File: config.mk
export PLATFORM = sky130hd
export DESIGN_NAME = ale_cell
export DESIGN_NICKNAME = d
export VERILOG_FILES = /design/src/rtl/ale_pkg.sv /design/src/rtl/ale_cell.sv
export SDC_FILE = /design/constraint.sdc
export NUM_CORES = 1
export LEC_CHECK = 0
export BUFFER_PORTS_ARGS = -buffer_cell sky130_fd_sc_hd__buf_2
export CAP_MARGIN = 20
export CORE_MARGIN = 2
export CORE_UTILIZATION = 41
export DETAILED_ROUTE_END_ITERATION = 12
export PLACE_DENSITY = 0.81
export SETUP_SLACK_MARGIN = 0.05
export SYNTH_ARGS = -nofsm -noshare
export SYNTH_HDL_FRONTEND = slang
export SYNTH_SLANG_ARGS = --single-unit
File: constraint.sdc
create_clock -name clk -period 2 [get_ports clk]
set_input_delay 0.2 -clock clk [delete_from_list [all_inputs] [get_ports clk]]
set_output_delay 0.2 -clock clk [all_outputs]
set_load 0.01 [all_outputs]
File: src/rtl/ale_pkg.sv
// Types and constants of the list engine.
package ale_pkg;

    localparam int VALUE_W    = 32;
    localparam int POSITION_W = 7;
    localparam int FOUND_W    = 6;
    localparam int TOTAL_W    = 7;

    // Item opcodes.
    typedef enum logic [2:0] {
        OP_PUSH_BACK  = 3'd0,
        OP_POP_BACK   = 3'd1,
        OP_PUSH_FRONT = 3'd2,
        OP_POP_FRONT  = 3'd3,
        OP_INSERT     = 3'd4,
        OP_ERASE      = 3'd5,
        OP_FIND       = 3'd6
    } opcode_t;

    // Result status codes.
    typedef enum logic [2:0] {
        ST_OK       = 3'd0,
        ST_FULL     = 3'd1,
        ST_EMPTY    = 3'd2,
        ST_BADPOS   = 3'd3,
        ST_NOTFOUND = 3'd4
    } status_t;

    // Command broadcast to every cell of the chain.
    typedef enum logic [2:0] {
        CK_HOLD   = 3'd0,
        CK_INSERT = 3'd1,
        CK_ERASE  = 3'd2,
        CK_LOAD   = 3'd3,
        CK_SCAN   = 3'd4
    } cell_kind_t;

    typedef struct packed {
        cell_kind_t           kind;
        logic [VALUE_W-1:0]   value;
    } cell_cmd_t;

    // Input item.
    typedef struct packed {
        opcode_t                   opcode;
        logic [POSITION_W-1:0]     position;
        logic signed [VALUE_W-1:0] value;
    } ale_in_t;

    // Result item.
    typedef struct packed {
        status_t              status;
        logic [FOUND_W-1:0]   found_index;
        logic [TOTAL_W-1:0]   element_total;
    } ale_out_t;

endpackage

File: src/rtl/ale_cell.sv
// One list cell: holds one element and a match flag, trades both with its neighbors.
module ale_cell
    import ale_pkg::*;
#(
    parameter int IDX = 0,
    parameter int PW  = 7,
    parameter int CW  = 7
)
(
    input  logic               clk,
    input  logic               rst_n,
    input  cell_cmd_t          cmd,
    input  logic [PW-1:0]      pos,
    input  logic [CW-1:0]      count,
    input  logic [VALUE_W-1:0] left_data,
    input  logic [VALUE_W-1:0] right_data,
    input  logic               right_match,
    output logic [VALUE_W-1:0] data,
    output logic               match
);

    localparam logic [PW-1:0] MY_POS = PW'(IDX);
    localparam logic [CW-1:0] MY_CNT = CW'(IDX);

    logic [VALUE_W-1:0] data_reg;
    logic [VALUE_W-1:0] data_next;
    logic               match_reg;
    logic               match_next;

    // Element update: insertion opens a gap at pos, erasure closes it.
    always_comb
    begin
        data_next = data_reg;
        unique case (cmd.kind)
            CK_INSERT:
            begin
                if (MY_POS == pos)
                begin
                    data_next = cmd.value;
                end
                else if (MY_POS > pos)
                begin
                    data_next = left_data;
                end
            end
            CK_ERASE:
            begin
                if (MY_POS >= pos)
                begin
                    data_next = right_data;
                end
            end
            default:
            begin
                data_next = data_reg;
            end
        endcase
    end

    // Match flag: loaded by compare, then handed down toward cell zero.
    always_comb
    begin
        match_next = match_reg;
        unique case (cmd.kind)
            CK_LOAD:    match_next = (data_reg == cmd.value) && (MY_CNT < count);
            CK_SCAN:    match_next = right_match;
            default:    match_next = match_reg;
        endcase
    end

    always_ff @(posedge clk)
    begin
        data_reg <= data_next;
    end

    always_ff @(posedge clk or negedge rst_n)
    begin
        if (!rst_n)
        begin
            match_reg <= 1'b0;
        end
        else
        begin
            match_reg <= match_next;
        end
    end

    assign data  = data_reg;
    assign match = match_reg;

endmodule

# Yosys cells after proc, flatten, opt, wreduce, memory -nomap -nowiden
# Cells that the tools add are included.
[word_totals]
in_bits = 116
register_bits = 33
elab_cells = 22
[classes]
n_lt_le_gt_ge = 3
mux = 5
eq_ne = 7
n_reduce_logical = 5
[ops]
columns = ["op", "count"]
rows = [
  ["$mux 32", 3],
  ["$pmux 32 s2", 1],
  ["$eq 32x32->1", 1],
  ["$ge 1x7->1 const A", 1],
  ["$gt 1x7->1 const A", 1],
  ["$logic_not 7->1", 1],
  ["$lt 1x7->1 const A", 1],
  ["$eq 3x2->1 const B", 2],
  ["$reduce_bool 2->1", 2],
  ["$eq 3x1->1 const B", 1],
  ["$eq 3x3->1 const B", 1],
  ["$ne 3x3->1 const B", 1],
  ["$reduce_and 3->1", 1],
  ["$ne 2x2->1 const B", 1],
  ["$pmux 1 s2", 1],
  ["$logic_and 1x1->1", 1],
]

# Depth between registers and ports, before layout
[depth]
word_depth = 4
mapped_depth = 5

# Worst setup path before layout
# OpenSTA, ideal clock, no wires.
[synth_timing]
kind = "in2reg"
from = "input pos[2]"
to = "register data_reg[0], in the netlist data[0], enable pin"
setup_ps = 461
path_slack_ps = -1608
arrival_time_ps = 3146
stages = 4
path_buffers = 1
t_required_ps = 1539
path_cell_list = "nor4_1 -> nand2_1 -> buf_2 -> nor3_1"
[synth_via]
elab_chain_len = 3
elab_cells_between_ends = 6
cone_classes = "order compare: 2; eq/ne: 2; reduce/logical: 2"
[synth_rtl]
columns = ["item", "line", "source"]
rows = [
  ["from (decl)", "ale_cell.sv:13", "input logic [PW-1:0] pos,"],
  ["$gt 1x7->1 (tied with other cells)", "ale_cell.sv:41", "else if (MY_POS > pos)"],
  ["$ne 3x3->1 (no source line) / $ne 2x2->1 (equally long branches)", "-", ""],
  ["$reduce_and 3->1 (no source line) (*)", "-", ""],
  ["to (signal assigned)", "ale_cell.sv:73", "data_reg <= data_next;"],
  ["to (decl)", "ale_cell.sv:25", "logic [VALUE_W-1:0] data_reg;"],
]
# Mark *: on every way between the ends. The rest lies on a longest branch, timed or not.
# A chain may end at the register's enable or synchronous reset.

# Worst setup path in the final report
[layout_timing]
from = "register data_reg[24], in the netlist data[24]"
to = "register match_reg, in the netlist match"
[layout_via]
elab_chain_len = 3
[layout_rtl]
columns = ["item", "line", "source"]
rows = [
  ["$eq 32x32->1", "ale_cell.sv:65", "CK_LOAD: match_next = (data_reg == cmd.value) && (MY_CNT < count);"],
  ["$logic_and 1x1->1", "ale_cell.sv:65", ""],
  ["$pmux 1 s2", "ale_cell.sv:64", "unique case (cmd.kind)"],
  ["to (signal assigned)", "ale_cell.sv:84", "match_reg <= match_next;"],
  ["to (decl)", "ale_cell.sv:27", "logic match_reg;"],
]
# No other way between the ends.

==> impl_metrics.json <==
{
  "outcome": "finished, final reports clean",
  "syn-num-nets": 315,
  "fp.dieH_um": 75.1,
  "clock_power_share": 0.336,
  "initial_core_util": 0.433,
  "pre_cts_ws_ps": 348,
  "seq_area_sq_um": 986,
  "clk_latency_ps": 280,
  "netlist_top_cells_area": "edfxtp_1 46%, mux2i_1 15%, xor2_1 14%, o21ai_0 7.7%, nand2_1 6.2%",
  "finalCriticalPeriod_ps": 1630,
  "required_ps": 2200,
  "track_usage": 0.197,
  "postCtsSetupBuffers": 0,
  "ir_worst_vdd_uv": 284,
  "routed_wl_um": 5740,
  "hold_start": "right_data[24]",
  "grt_max_degree": 65,
  "hold_path.class": "in2reg",
  "io_buffer_count": 148,
  "synth_top_area_frac": 0.463,
  "cts-root-buf": "clkbuf_8",
  "slowest_stage": "edfxtp_1",
  "htree_levels": 2,
  "worstPathCellList": "xor2_1 -> nor4_1 -> nand4_1 -> or3_1 -> a32oi_1",
  "setup-violations-final": 0,
  "period_share": 0.816,
  "nFillCells": 417,
  "cpPeakStageDelay_ps": 400,
  "syn-instance-count": 199,
  "firstDrtPassIters": 4,
  "cts.clk_slew.worst_paths_ps": 70,
  "grt_pass1_wl_um": 8220,
  "drt-initial-drc-count": 105,
  "dp_hpwl_um": 4480,
  "rows": 25,
  "drive_gt1_frac": 0.463,
  "setup_slack_ps": 369,
  "numCtsBuffers": 5,
  "rsz0062_at_grt": "false",
  "clockBufferDepth": 2,
  "max_freq_mhz": 613,
  "power.switching_w": 0.000361,
  "overflow": 0,
  "die_area_sq_mm": 0.00564,
  "p_leak_nw": 1.51,
  "crit_type": "reg2reg",
  "wire_per_inst_um": 13.8,
  "synth-seq-cells": 33,
  "syn_area_per_cell_sq_um": 10.4,
  "p_sw_frac": 0.233,
  "antennaDiodeCount": 0,
  "placedCellCount": 408,
  "tns_ps": 0,
  "power_density_mw_per_mm2": 509,
  "fin_skew_ps": 4.06,
  "drt_drc_violations_left": 0,
  "arrival_ps": 1830,
  "timing.rr.start": "data[24]$_DFFE_PP_",
  "cts_tree": "done",
  "maxCapViolCount": 0,
  "first_global_vias": 1810,
  "worst_slew_pin_slew_ps": 537,
  "largest_register_ffs": 32,
  "multi_input_area_sq_mm": 0.00108,
  "ant_nets": 0,
  "antenna_found_initial": 0,
  "ys_types": 20,
  "clock-sinks": 33,
  "comb_power_share": 0.166,
  "synthToLayoutAreaGrowth_pct": 46.6,
  "cp_max_fo": 2,
  "syn_area_sq_mm": 0.00207,
  "gp_congestion": 0.726,
  "via_per_inst": 4.86,
  "crit_path_end_kind": "flop",
  "die_w_um": 75.1,
  "slew_headroom": 0.642,
  "drv_slew": 0,
  "layout.nets": 465,
  "p_seq_frac": 0.498,
  "yosysSeqAreaShare": 0.475,
  "p_int_w": 0.00119,
  "stdcell_count": 417,
  "synth_top_area_cell": "edfxtp_1",
  "crit_start": "data[24]$_DFFE_PP_",
  "hold_violations": 0,
  "yosys_warnings": 0,
  "core_area_sq_mm": 0.00479,
  "vias": 2025,
  "pin_count": 149,
  "start_kind": "flop"
}
cells in the mapped netlist:
cell      count
nand2_1      34
edfxtp_1     32
mux2i_1      32
o21ai_0      32
xor2_1       32
nor4_1        8
buf_2         6
nor2_1        4
nor3_1        4
clkbuf_1      3
a21oi_1       2
nand4_1       2
a32oi_1       1
dfrtp_1       1
inv_1         1
nand2b_1      1
nand3_1       1
nor4_2        1
or3_1         1
xnor2_1       1
final timing paths:
| kind | to | slack, ps | cells past startpoint |
|---|---|---|---|
| max in group asynchronous | match$_DFFE_PN0P_ | 1690 | 2 |
| max reg2reg | match$_DFFE_PN0P_ | 370 | 5 |
| min | data[24]$_DFFE_PP_ | 190 | 3 |
| min reg2reg | match$_DFFE_PN0P_ | 620 | 2 |
| max | match$_DFFE_PN0P_ | 370 | 5 |
| min in group asynchronous | match$_DFFE_PN0P_ | 220 | 2 |
timing repair:
item / 4_1_cts / 5_1_grt
endpoints found under the hold margin: 1 / 0
hold buffers: 1 / 0
resized for setup: 0 / 0
power groups by stage:
stage | Sequential, W | Clock, W | Combinational [W]
after floorplan | 0.000789 | 0 | 0.0000970
after global placement | 0.000786 | 0 | 0.000254
after detailed placement | 0.000786 | 0 | 0.000259
after CTS | 0.000771 | 0.000533 | 0.000261
after global routing | 0.000772 | 0.000565 | 0.000289
final | 0.000772 | 0.000520 | 0.000258
per-layer routing:
layer | vias up | part of all wire | GRT usage
met4 | 0 | 0.0091 | 0.0468
met1 | 903 | 0.40 | 0.230
met2 | 97 | 0.51 | 0.353
met3 | 5 | 0.086 | 0.0602
met5 | - | 0 | 0
li1 | 1020 | - | -
cell families after synthesis:
family | share of synthesized area
AND/OR/NAND/NOR | 0.123
AO/OA/AOI/OAI | 0.0862
XOR/XNOR | 0.139
buffers and inverters | 0.0217
multiplexers | 0.154
flip-flops | 0.475
cell usage in the layout (no fill, tap or decap), drive strengths merged, types with 2 or more instances in the layout:
cell type	count
a21oi	2
buf	151
clkbuf	8
edfxtp	32
mux2i	32
nand2	34
nand4	2
nor2	4
nor3	4
nor4	9
o21ai	32
xor2	32
through the flow:
stage,cell area (sq um),util,hold WS [ps],total power (W)
2_1_floorplan,2110,-,-95.6,0.000886
3_3_place_gp,2940,0.615,-20.9,0.00104
3_5_place_dp,2940,0.615,-18.8,0.00104
4_1_cts,3040,0.636,181,0.00157
5_1_grt,3040,0.636,191,0.00163
6_report,3040,0.636,188,0.00155
cell type report:
class                   count  share of cell area
flip-flops and latches     33               0.324
inverters                   1             0.00123
well taps                  67              0.0276
multi-input cells         156               0.355
repair buffers            152               0.262
clock buffers               8              0.0296
critical path, delay by kind of cell, from the launching register on:
kind                      cells  cell delay [ps]
DFF                           1              400
AOI/OAI and AO/OA             1              150
and+or+nand+nor               3              830
xor gates and xnor gates      1              160
Note: power is estimated with default switching activity, not from simulation.
